$ cat src/hw/rtl/rtfd_pkg.sv
// rtfd_pkg: shared types, constants and the shade lookup for the
// run-length text frame decoder. No dependencies.
package rtfd_pkg;

  // field widths
  localparam int CODE_W     = 8;
  localparam int SHADE_BITS = 3;
  localparam int RUN_W      = CODE_W - SHADE_BITS;
  localparam int CHAR_W     = 8;
  localparam int CELL_W     = 13;
  localparam int COL_W      = 7;
  localparam int ROW_W      = 6;

  // configuration registers
  localparam int CFG_IDX_W  = 2;
  localparam int CFG_DATA_W = 8;
  localparam int COLS_W     = 8;
  localparam int ROWS_W     = 7;
  localparam logic [CFG_IDX_W-1:0] REG_COLUMNS = CFG_IDX_W'(0);
  localparam logic [CFG_IDX_W-1:0] REG_ROWS    = CFG_IDX_W'(1);
  localparam logic [COLS_W-1:0] COLS_RESET = COLS_W'(80);
  localparam logic [ROWS_W-1:0] ROWS_RESET = ROWS_W'(25);

  // size limits and command queue depth
  localparam int DEF_MAX_COLUMNS = 128;
  localparam int DEF_MAX_ROWS    = 64;
  localparam int CMD_DEPTH       = 2;

  // command from front to back
  typedef struct packed {
    logic              halt;
    logic [RUN_W-1:0]  run;
    logic [CHAR_W-1:0] char_code;
  } cmd_t;

  typedef enum logic {
    BK_IDLE,
    BK_RUN
  } back_state_t;

  // shade character for a 3-bit index: " .:+=#%@"
  function automatic logic [CHAR_W-1:0] shade_char(input logic [SHADE_BITS-1:0] idx);
    logic [CHAR_W-1:0] c;
    unique case (idx)
      3'd0: c = 8'h20;
      3'd1: c = 8'h2E;
      3'd2: c = 8'h3A;
      3'd3: c = 8'h2B;
      3'd4: c = 8'h3D;
      3'd5: c = 8'h23;
      3'd6: c = 8'h25;
      3'd7: c = 8'h40;
      default: c = 8'h20;
    endcase
    return c;
  endfunction

endpackage

$ cat src/hw/rtl/rtfd_front.sv
// rtfd_front: takes code bytes, splits run and shade, turns a zero run into
// a halt command and drops every byte after it. Depends on rtfd_pkg.
module rtfd_front (
  input  logic                        clk,
  input  logic                        rst_n,
  input  logic                        in_push,
  input  logic [rtfd_pkg::CODE_W-1:0] in_code_byte,
  output logic                        in_full,
  input  logic                        q_full,
  output logic                        q_push,
  output rtfd_pkg::cmd_t              q_cmd
);

  logic stopped_r, stopped_nxt;
  logic accept;

  // input transfer and classification
  always_comb begin
    accept            = in_push && !q_full;
    q_cmd.run         = in_code_byte[rtfd_pkg::CODE_W-1:rtfd_pkg::SHADE_BITS];
    q_cmd.halt        = (q_cmd.run == '0);
    q_cmd.char_code   = rtfd_pkg::shade_char(in_code_byte[rtfd_pkg::SHADE_BITS-1:0]);
    q_push            = accept && !stopped_r;
    in_full           = q_full;
    stopped_nxt       = stopped_r || (q_push && q_cmd.halt);
  end

  // halt flag, cleared only by reset
  always_ff @(posedge clk) begin
    if (!rst_n) begin
      stopped_r <= 1'b0;
    end else begin
      stopped_r <= stopped_nxt;
    end
  end

  a_stop_sticky: assert property (@(posedge clk) disable iff (!rst_n)
    stopped_r |=> stopped_r && !q_push)
    else $error("halt flag dropped or command queued after halt");

endmodule

$ cat src/hw/rtl/rtfd_cmd_fifo.sv
// rtfd_cmd_fifo: short command queue between front and back.
// Depends on rtfd_pkg for the command type.
module rtfd_cmd_fifo #(
  parameter int DEPTH = rtfd_pkg::CMD_DEPTH
) (
  input  logic           clk,
  input  logic           rst_n,
  input  logic           push,
  input  rtfd_pkg::cmd_t wr_cmd,
  output logic           full,
  input  logic           pop,
  output rtfd_pkg::cmd_t rd_cmd,
  output logic           empty
);

  localparam int PTR_W = (DEPTH > 1) ? $clog2(DEPTH) : 1;
  localparam int CNT_W = $clog2(DEPTH + 1);

  rtfd_pkg::cmd_t    mem_r [DEPTH];
  logic [PTR_W-1:0]  wr_ptr_r, wr_ptr_nxt;
  logic [PTR_W-1:0]  rd_ptr_r, rd_ptr_nxt;
  logic [CNT_W-1:0]  count_r, count_nxt;
  logic              do_push, do_pop;

  // pointer and count update
  always_comb begin
    full       = (count_r == CNT_W'(DEPTH));
    empty      = (count_r == '0);
    do_push    = push && !full;
    do_pop     = pop && !empty;
    wr_ptr_nxt = wr_ptr_r;
    rd_ptr_nxt = rd_ptr_r;
    if (do_push) begin
      wr_ptr_nxt = (wr_ptr_r == PTR_W'(DEPTH - 1)) ? '0 : wr_ptr_r + 1'b1;
    end
    if (do_pop) begin
      rd_ptr_nxt = (rd_ptr_r == PTR_W'(DEPTH - 1)) ? '0 : rd_ptr_r + 1'b1;
    end
    count_nxt = count_r + CNT_W'(do_push) - CNT_W'(do_pop);
    rd_cmd    = mem_r[rd_ptr_r];
  end

  always_ff @(posedge clk) begin
    if (!rst_n) begin
      wr_ptr_r <= '0;
      rd_ptr_r <= '0;
      count_r  <= '0;
    end else begin
      wr_ptr_r <= wr_ptr_nxt;
      rd_ptr_r <= rd_ptr_nxt;
      count_r  <= count_nxt;
    end
  end

  // entry storage
  always_ff @(posedge clk) begin
    if (do_push) begin
      mem_r[wr_ptr_r] <= wr_cmd;
    end
  end

  a_count_bound: assert property (@(posedge clk) disable iff (!rst_n)
    count_r <= CNT_W'(DEPTH))
    else $error("command queue count beyond depth");

endmodule

$ cat src/hw/rtl/rtfd_back.sv
// rtfd_back: expands commands into cell writes, walks the cursor and holds
// the result register. Depends on rtfd_pkg.
module rtfd_back #(
  parameter int CLAMP_COLS_W = 8,
  parameter int CLAMP_ROWS_W = 7
) (
  input  logic                          clk,
  input  logic                          rst_n,
  input  logic [CLAMP_COLS_W-1:0]       cols,
  input  logic [CLAMP_ROWS_W-1:0]       rows,
  input  logic                          q_empty,
  input  rtfd_pkg::cmd_t                q_cmd,
  output logic                          q_pop,
  output logic                          out_empty,
  input  logic                          out_pop,
  output logic [rtfd_pkg::CELL_W-1:0]   out_cell_index,
  output logic [rtfd_pkg::CHAR_W-1:0]   out_char_code,
  output logic                          out_frame_done,
  output logic                          out_last,
  output logic                          out_halted
);

  rtfd_pkg::back_state_t state_r, state_nxt;

  logic [rtfd_pkg::RUN_W-1:0]  rem_r;
  logic [rtfd_pkg::CHAR_W-1:0] ch_r;
  logic [rtfd_pkg::COL_W-1:0]  col_r, col_nxt;
  logic [rtfd_pkg::ROW_W-1:0]  row_r, row_nxt;
  logic                        out_valid_r;
  logic [rtfd_pkg::CELL_W-1:0] cell_r;
  logic [rtfd_pkg::CHAR_W-1:0] char_r;
  logic                        done_r, last_r, halted_r;

  logic                        from_head, cur_valid, slot_free, emit;
  logic                        cur_halt, is_last;
  logic [rtfd_pkg::RUN_W-1:0]  cur_rem;
  logic [rtfd_pkg::CHAR_W-1:0] cur_char;
  logic [rtfd_pkg::CELL_W-1:0] cell_idx;
  logic [rtfd_pkg::COL_W-1:0]  col_inc;
  logic [rtfd_pkg::ROW_W-1:0]  row_inc, row_step;
  logic                        col_wrap, frame_end;

  // current command: queue head when idle, held command while running
  always_comb begin
    from_head = (state_r == rtfd_pkg::BK_IDLE);
    cur_valid = !from_head || !q_empty;
    slot_free = !out_valid_r || out_pop;
    emit      = cur_valid && slot_free;
    cur_halt  = from_head && q_cmd.halt;
    cur_rem   = from_head ? q_cmd.run : rem_r;
    cur_char  = from_head ? q_cmd.char_code : ch_r;
    is_last   = (cur_rem == rtfd_pkg::RUN_W'(1));
    q_pop     = emit && from_head;
  end

  // next state
  always_comb begin
    state_nxt = state_r;
    unique case (state_r)
      rtfd_pkg::BK_IDLE: begin
        if (emit && !cur_halt && !is_last) begin
          state_nxt = rtfd_pkg::BK_RUN;
        end
      end
      rtfd_pkg::BK_RUN: begin
        if (emit && is_last) begin
          state_nxt = rtfd_pkg::BK_IDLE;
        end
      end
      default: state_nxt = rtfd_pkg::BK_IDLE;
    endcase
  end

  // cell address and cursor walk
  always_comb begin
    cell_idx  = rtfd_pkg::CELL_W'(row_r) * rtfd_pkg::CELL_W'(cols)
              + rtfd_pkg::CELL_W'(col_r);
    col_inc   = col_r + 1'b1;
    row_inc   = row_r + 1'b1;
    col_wrap  = (col_inc == '0) || (32'(col_inc) >= 32'(cols));
    row_step  = col_wrap ? row_inc : row_r;
    frame_end = (col_wrap && (row_inc == '0)) || (32'(row_step) >= 32'(rows));
    if (frame_end) begin
      col_nxt = '0;
      row_nxt = '0;
    end else begin
      col_nxt = col_wrap ? '0 : col_inc;
      row_nxt = row_step;
    end
  end

  // control registers
  always_ff @(posedge clk) begin
    if (!rst_n) begin
      state_r     <= rtfd_pkg::BK_IDLE;
      col_r       <= '0;
      row_r       <= '0;
      out_valid_r <= 1'b0;
    end else begin
      state_r <= state_nxt;
      if (emit && !cur_halt) begin
        col_r <= col_nxt;
        row_r <= row_nxt;
      end
      if (emit) begin
        out_valid_r <= 1'b1;
      end else if (out_pop) begin
        out_valid_r <= 1'b0;
      end
    end
  end

  // run payload and result register
  always_ff @(posedge clk) begin
    if (emit) begin
      rem_r    <= cur_rem - 1'b1;
      ch_r     <= cur_char;
      halted_r <= cur_halt;
      last_r   <= cur_halt || is_last;
      cell_r   <= cur_halt ? '0 : cell_idx;
      char_r   <= cur_halt ? '0 : cur_char;
      done_r   <= !cur_halt && frame_end;
    end
  end

  assign out_empty      = !out_valid_r;
  assign out_cell_index = cell_r;
  assign out_char_code  = char_r;
  assign out_frame_done = done_r;
  assign out_last       = last_r;
  assign out_halted     = halted_r;

  a_run_nonzero: assert property (@(posedge clk) disable iff (!rst_n)
    state_r == rtfd_pkg::BK_RUN |-> rem_r != '0)
    else $error("running with no cells left");

  a_head_run: assert property (@(posedge clk) disable iff (!rst_n)
    !q_empty && !q_cmd.halt |-> q_cmd.run != '0)
    else $error("zero run command not marked halt");

  a_halt_fields: assert property (@(posedge clk) disable iff (!rst_n)
    out_valid_r && halted_r |-> cell_r == '0 && char_r == '0 && !done_r && last_r)
    else $error("halted result carries cell data");

  a_run_ends: assert property (@(posedge clk) disable iff (!rst_n)
    state_r == rtfd_pkg::BK_RUN && emit && is_last |=> state_r == rtfd_pkg::BK_IDLE)
    else $error("run did not end after its last cell");

endmodule

$ cat src/hw/rtl/rle_text_frame_decoder.sv
// rle_text_frame_decoder: top level; config registers, size clamp, front,
// command queue and back. Depends on rtfd_pkg, rtfd_front, rtfd_cmd_fifo, rtfd_back.
//
//   channel  | direction | handshake         | payload
//   in_      | in        | push / full       | code_byte[7:0]
//   out_     | out       | empty / pop       | cell_index, char_code, frame_done,
//            |           |                   | last, halted
//   cfg_     | in        | we (no wait)      | index[1:0], wdata[7:0]
//
// A byte with run length n (1 to 31) gives n cell writes in the back end, one cell
// write per cycle while the result register takes them; a zero run gives a single
// halt result. Reset is synchronous, active low, and clears cursor, halt flag,
// queue and result register; sizes return to 80 by 25. A stalled result
// register stalls the back end; the two-entry command queue lets the front
// keep accepting bytes until it fills.
module rle_text_frame_decoder #(
  parameter int MAX_COLUMNS = rtfd_pkg::DEF_MAX_COLUMNS,
  parameter int MAX_ROWS    = rtfd_pkg::DEF_MAX_ROWS
) (
  input  logic                            clk,
  input  logic                            rst_n,
  input  logic                            in_push,
  input  logic [rtfd_pkg::CODE_W-1:0]     in_code_byte,
  output logic                            in_full,
  output logic                            out_empty,
  input  logic                            out_pop,
  output logic [rtfd_pkg::CELL_W-1:0]     out_cell_index,
  output logic [rtfd_pkg::CHAR_W-1:0]     out_char_code,
  output logic                            out_frame_done,
  output logic                            out_last,
  output logic                            out_halted,
  input  logic                            cfg_we,
  input  logic [rtfd_pkg::CFG_IDX_W-1:0]  cfg_index,
  input  logic [rtfd_pkg::CFG_DATA_W-1:0] cfg_wdata
);

  localparam int CLAMP_COLS_W = $clog2(MAX_COLUMNS + 1);
  localparam int CLAMP_ROWS_W = $clog2(MAX_ROWS + 1);

  logic [rtfd_pkg::COLS_W-1:0] cols_r;
  logic [rtfd_pkg::ROWS_W-1:0] rows_r;
  logic [CLAMP_COLS_W-1:0]     cols_c;
  logic [CLAMP_ROWS_W-1:0]     rows_c;

  logic           q_push, q_full, q_pop, q_empty;
  rtfd_pkg::cmd_t q_wr_cmd, q_rd_cmd;

  // configuration writes
  always_ff @(posedge clk) begin
    if (!rst_n) begin
      cols_r <= rtfd_pkg::COLS_RESET;
      rows_r <= rtfd_pkg::ROWS_RESET;
    end else if (cfg_we) begin
      unique case (cfg_index)
        rtfd_pkg::REG_COLUMNS: cols_r <= cfg_wdata[rtfd_pkg::COLS_W-1:0];
        rtfd_pkg::REG_ROWS:    rows_r <= cfg_wdata[rtfd_pkg::ROWS_W-1:0];
        default: ;
      endcase
    end
  end

  // clamp sizes to 1..max
  always_comb begin
    if (cols_r == '0) begin
      cols_c = CLAMP_COLS_W'(1);
    end else if (32'(cols_r) > MAX_COLUMNS) begin
      cols_c = CLAMP_COLS_W'(MAX_COLUMNS);
    end else begin
      cols_c = CLAMP_COLS_W'(cols_r);
    end
    if (rows_r == '0) begin
      rows_c = CLAMP_ROWS_W'(1);
    end else if (32'(rows_r) > MAX_ROWS) begin
      rows_c = CLAMP_ROWS_W'(MAX_ROWS);
    end else begin
      rows_c = CLAMP_ROWS_W'(rows_r);
    end
  end

  rtfd_front u_front (
    .clk          (clk),
    .rst_n        (rst_n),
    .in_push      (in_push),
    .in_code_byte (in_code_byte),
    .in_full      (in_full),
    .q_full       (q_full),
    .q_push       (q_push),
    .q_cmd        (q_wr_cmd)
  );

  rtfd_cmd_fifo #(
    .DEPTH (rtfd_pkg::CMD_DEPTH)
  ) u_cmd_fifo (
    .clk    (clk),
    .rst_n  (rst_n),
    .push   (q_push),
    .wr_cmd (q_wr_cmd),
    .full   (q_full),
    .pop    (q_pop),
    .rd_cmd (q_rd_cmd),
    .empty  (q_empty)
  );

  rtfd_back #(
    .CLAMP_COLS_W (CLAMP_COLS_W),
    .CLAMP_ROWS_W (CLAMP_ROWS_W)
  ) u_back (
    .clk            (clk),
    .rst_n          (rst_n),
    .cols           (cols_c),
    .rows           (rows_c),
    .q_empty        (q_empty),
    .q_cmd          (q_rd_cmd),
    .q_pop          (q_pop),
    .out_empty      (out_empty),
    .out_pop        (out_pop),
    .out_cell_index (out_cell_index),
    .out_char_code  (out_char_code),
    .out_frame_done (out_frame_done),
    .out_last       (out_last),
    .out_halted     (out_halted)
  );

endmodule

$ cat config.mk
export PLATFORM = sky130hd
export DESIGN_NAME = rle_text_frame_decoder
export DESIGN_NICKNAME = d
export VERILOG_FILES = /design/src/hw/rtl/rtfd_pkg.sv /design/src/hw/rtl/rtfd_front.sv /design/src/hw/rtl/rtfd_cmd_fifo.sv /design/src/hw/rtl/rtfd_back.sv /design/src/hw/rtl/rle_text_frame_decoder.sv
export SDC_FILE = /design/constraint.sdc
export NUM_CORES = 1
export LEC_CHECK = 0
export ABC_CLOCK_PERIOD_IN_PS = 13300
export CORE_ASPECT_RATIO = 0.75
export CORE_UTILIZATION = 65
export DETAILED_ROUTE_END_ITERATION = 10
export DONT_BUFFER_PORTS = 1
export GPL_TIMING_DRIVEN = 1
export PLACE_DENSITY = 0.88
export SETUP_SLACK_MARGIN = 0.2
export SYNTH_ARGS = -nofsm -noshare
export SYNTH_HDL_FRONTEND = slang
export SYNTH_SLANG_ARGS = --single-unit
$ cat constraint.sdc
create_clock -name clk -period 13.3 [get_ports clk]
set_clock_uncertainty 0.15 [all_clocks]
set_input_delay 2.66 -clock clk [delete_from_list [all_inputs] [get_ports clk]]
set_output_delay 2.66 -clock clk [all_outputs]
set_load 0.02 [all_outputs]
==> results by group <==
Synth
  – Sequential area share after synthesis: 41.1%
  – Post-Synth XOR/XNOR Area: 4.14%
  – Largest family of logic cells by synthesized area: adder cells
  – Yosys warns: 0
  – Synthesized area per cell: 10.3 um^2
  – #FFs+latches synth: between 90 and 100
  – Yosys top cell by area: edfxtp_1
  – Post-synthesis mux area share: 4.96%
  – Post-synthesis adder-cell area fraction: 19.1%
  – Post-synth EDFFs: 63
  – Compound-gate portion of the synthesized area: between 10 and 15%
  – Main synth FF type: edfxtp_1
  – Mapped Nets: 722
  – Synth Instances: 619
  – Simple logic cell fraction of the synthesized area: 16.0%
  – Post-Syn Area: ~6400 um^2
  – Post-synth top area share: 29.8%
  – Synth area leaders: edfxtp_1 (30%), dfxtp_1 (11%), ha_1 (10%)
  – Synth unique cells: 58
  – Async S/R FF share, synth: 0%

Hold path
  – Hold WC Path Type: reg -> reg

STA
  – Final worst slack: 8020 ps
  – Slew HR: 31.0%
  – TNS Setup: 0 ps
  – Slew Limit Fails: 0
  – Fmax achieved: 0.189 GHz
  – Final min period: 5280 ps
  – Final Hold Fails: 0
  – Final worst path period share: 39.7%
  – RSZ-0062 raised after global routing: no
  – Worst slew pin tran: between 1000 and 1500 ps
  – Final setup violation count: 0

Floorplan
  – Die Wd: ~120 um
  – Die Span Y: around 88 um
  – Core Region: 9270 um^2
  – Initial cell density of the core: 68.5%
  – Row Count: 30
  – IO Pins: 49
  – Die ar.: between 10000 and 15000 um^2

Final layout
  – Antenna Cells: 0
  – Commonest non-fill, non-tap cell in the layout: nand2_1
  – Non-filler cells in the finished layout: 739
  – Share of cells above drive strength 1: 4.91%
  – Area of the multi-input gates: 3450 um^2
  – Sequential cell area: 2610 um^2
  – Leading cell types in the layout, fill and taps excluded: nand2_1 (67), edfxtp_1 (63), ha_1 (52)
  – Filler cells: 628
  – P&R area growth vs syn: 5.79%
  – Finished Cell Area: 6720 um^2
  – Final #Nets: ~700
  – Final Util: 72.5%

Clock network
  – Insertion delay to the later sink of the worst-skew pair: 350 ps
  – Clock Tree Buf Depth: 2
  – Resized cells post-CTS: 0
  – H-tree depth: 3
  – CTS clock-pin slew for the worst setup and hold paths: 70 ps
  – CTS tree: yes
  – Setup bufs post-CTS: 0
  – Sinks on Clock Net: 99
  – Root buffer cell: clkbuf_16
  – Total CTS buffers: 9
  – # hold bufs at CTS: 0

Place
  – Global placement routability congestion: between 0.9 and 1
  – Placed cells: 723
  – Port Buffers: 0
  – Post-DP Area: 6420 um^2
  – Placed wire-length estimate: 9.08 mm
  – Worst slack, placed: 8070 ps

Route
  – Routed len/inst: 17.0 um
  – Pre-antenna DRT Iters: 6
  – DR DRC count: 0
  – Initial drt markers: 540
  – Antenna viol nets, final: 0
  – Vias per cell: 6.17
  – Wirelength, routed: 12.6 mm
  – Vias: between 4k and 5k

Worst setup path
  – Req. time, crit path: 13230 ps
  – Crit start category: register
  – Crit path capture type: register
  – Crit path max-delay cell type: fa_1
  – Cells along the critical path: nor4_1 > a21oi_1 > nor2_1 > nand2_1 > fa_1 > fa_1 > inv_1 > fa_1 > inv_1 > fa_1 > inv_1 > ha_1 > o21ai_0 > o21ai_0 > and2_1 > o21ai_0 > xor2_1 > nor2_1
  – CP arrival: 5200 ps
  – CP Max Fanout: 7
  – Crit Path Class: reg -> reg
  – Crit-path most repeated cell: fa_1
  – Critical Path Max Stage Delay: 550 ps

Job
  – Max Cap Viol: 0

GRT
  – Vias in the first global route: about 4.5k
  – Global-route usage over all layers: 27.2%
  – Largest net degree at the start of global routing: 40
  – GRT overflow: 0
  – Initial antenna violation count: 0
  – First-pass GRT wire length: 21.1 mm

Run status
  – Outcome: finished clean

Pwr
  – Power Density: 159 nW/um^2
  – Peak VDD IR: 0.147 mV
  – Pleak: 0.00287 uW
## per-layer routing
metal	share of wire [%]	global-route usage [%]	vias to the layer above
li1	-	-	2121
met1	43	35.5	2174
met2	46	44.8	223
met3	7.5	5.40	42
met4	2.6	11.8	0
met5	0	0	-
## sequential cells by signal, indices dropped and copies added (netlist names), 2 cells and up, named ones only
signal                 count
rows_r                     7
u_cmd_fifo.mem_r          26
u_back.out_char_code       8
u_back.col_r               7
u_back.rem_r               5
cols_r                     8
u_cmd_fifo.count_r         2
u_back.row_r               6
u_back.ch_r                8
u_back.out_cell_index     13
## worst max-delay path: cells and delay by family, from the launching register on
family	cells	cell delay (ps)
DFF	1	320
buffers and inverters	3	150
xor gates and xnor gates	1	160
AOI/OAI and AO/OA	4	650
and+or+nand+nor	5	1120
adders and majority gates	5	2450
## area by class of cell
type,count,area share (%)
multi-input cells,447,51.4
flip-flops and latches,99,38.9
clock buffers,13,4.04
clock inverters,3,0.428
inverters,46,2.57
well taps,128,2.38
repair buffers,3,0.335
## power by group
group          switching, uW  total [uW]  leakage, uW  internal, uW
clock                    114         260     0.000147           146
combinational            173         266      0.00182          92.4
sequential              92.7         544     0.000904           452
total                    380        1070      0.00287           690
## cells in the mapped netlist, types with 3 or more instances
| master | instances |
|---|---|
| xor2_1 | 11 |
| dfxtp_1 | 36 |
| and3_1 | 3 |
| nor2b_1 | 11 |
| o211ai_1 | 5 |
| a21oi_1 | 22 |
| edfxtp_1 | 63 |
| buf_2 | 5 |
| nand2_1 | 67 |
| nor3_1 | 7 |
| nor2_1 | 51 |
| nand3_1 | 6 |
| fa_1 | 28 |
| a21o_1 | 7 |
| or3_1 | 3 |
| mux2i_1 | 27 |
| nor4_1 | 4 |
| and2_1 | 28 |
| xnor2_1 | 19 |
| or4_1 | 5 |
| inv_1 | 46 |
| nand4_1 | 6 |
| o21a_1 | 9 |
| a31oi_1 | 7 |
| ha_1 | 52 |
| nand2b_1 | 9 |
| clkbuf_1 | 18 |
| o21ai_0 | 22 |
| a211oi_1 | 5 |
## logic make-up (layout without fill, tap and decap cells)
family,after synthesis,after routing
xor gates and xnor gates,30,30
and+or+nand+nor,208,208
DFF,99,99
muxes,30,30
AOI/OAI and AO/OA,99,99
buffers and inverters,73,65
adders and majority gates,80,80
## worst paths after layout
check	to	slack, ps	cells after the start	start
max reg2reg	u_back.out_cell_index[11]$_SDFFCE_PP0P_	8020	18	cols_r[2]$_SDFFE_PN0P_
min reg2reg	rows_r[0]$_SDFFE_PN1P_	350	2	rows_r[0]$_SDFFE_PN1P_
max	u_back.out_cell_index[11]$_SDFFCE_PP0P_	8020	18	cols_r[2]$_SDFFE_PN0P_
min	rows_r[0]$_SDFFE_PN1P_	350	2	rows_r[0]$_SDFFE_PN1P_
## per-stage QoR
step	power, uW	hold WS [ps]
2_1_floorplan	743	295
3_3_place_gp	790	321
3_5_place_dp	810	338
4_1_cts	1070	355
5_1_grt	1130	391
6_report	1070	354
(Power assumes the default switching activity.)
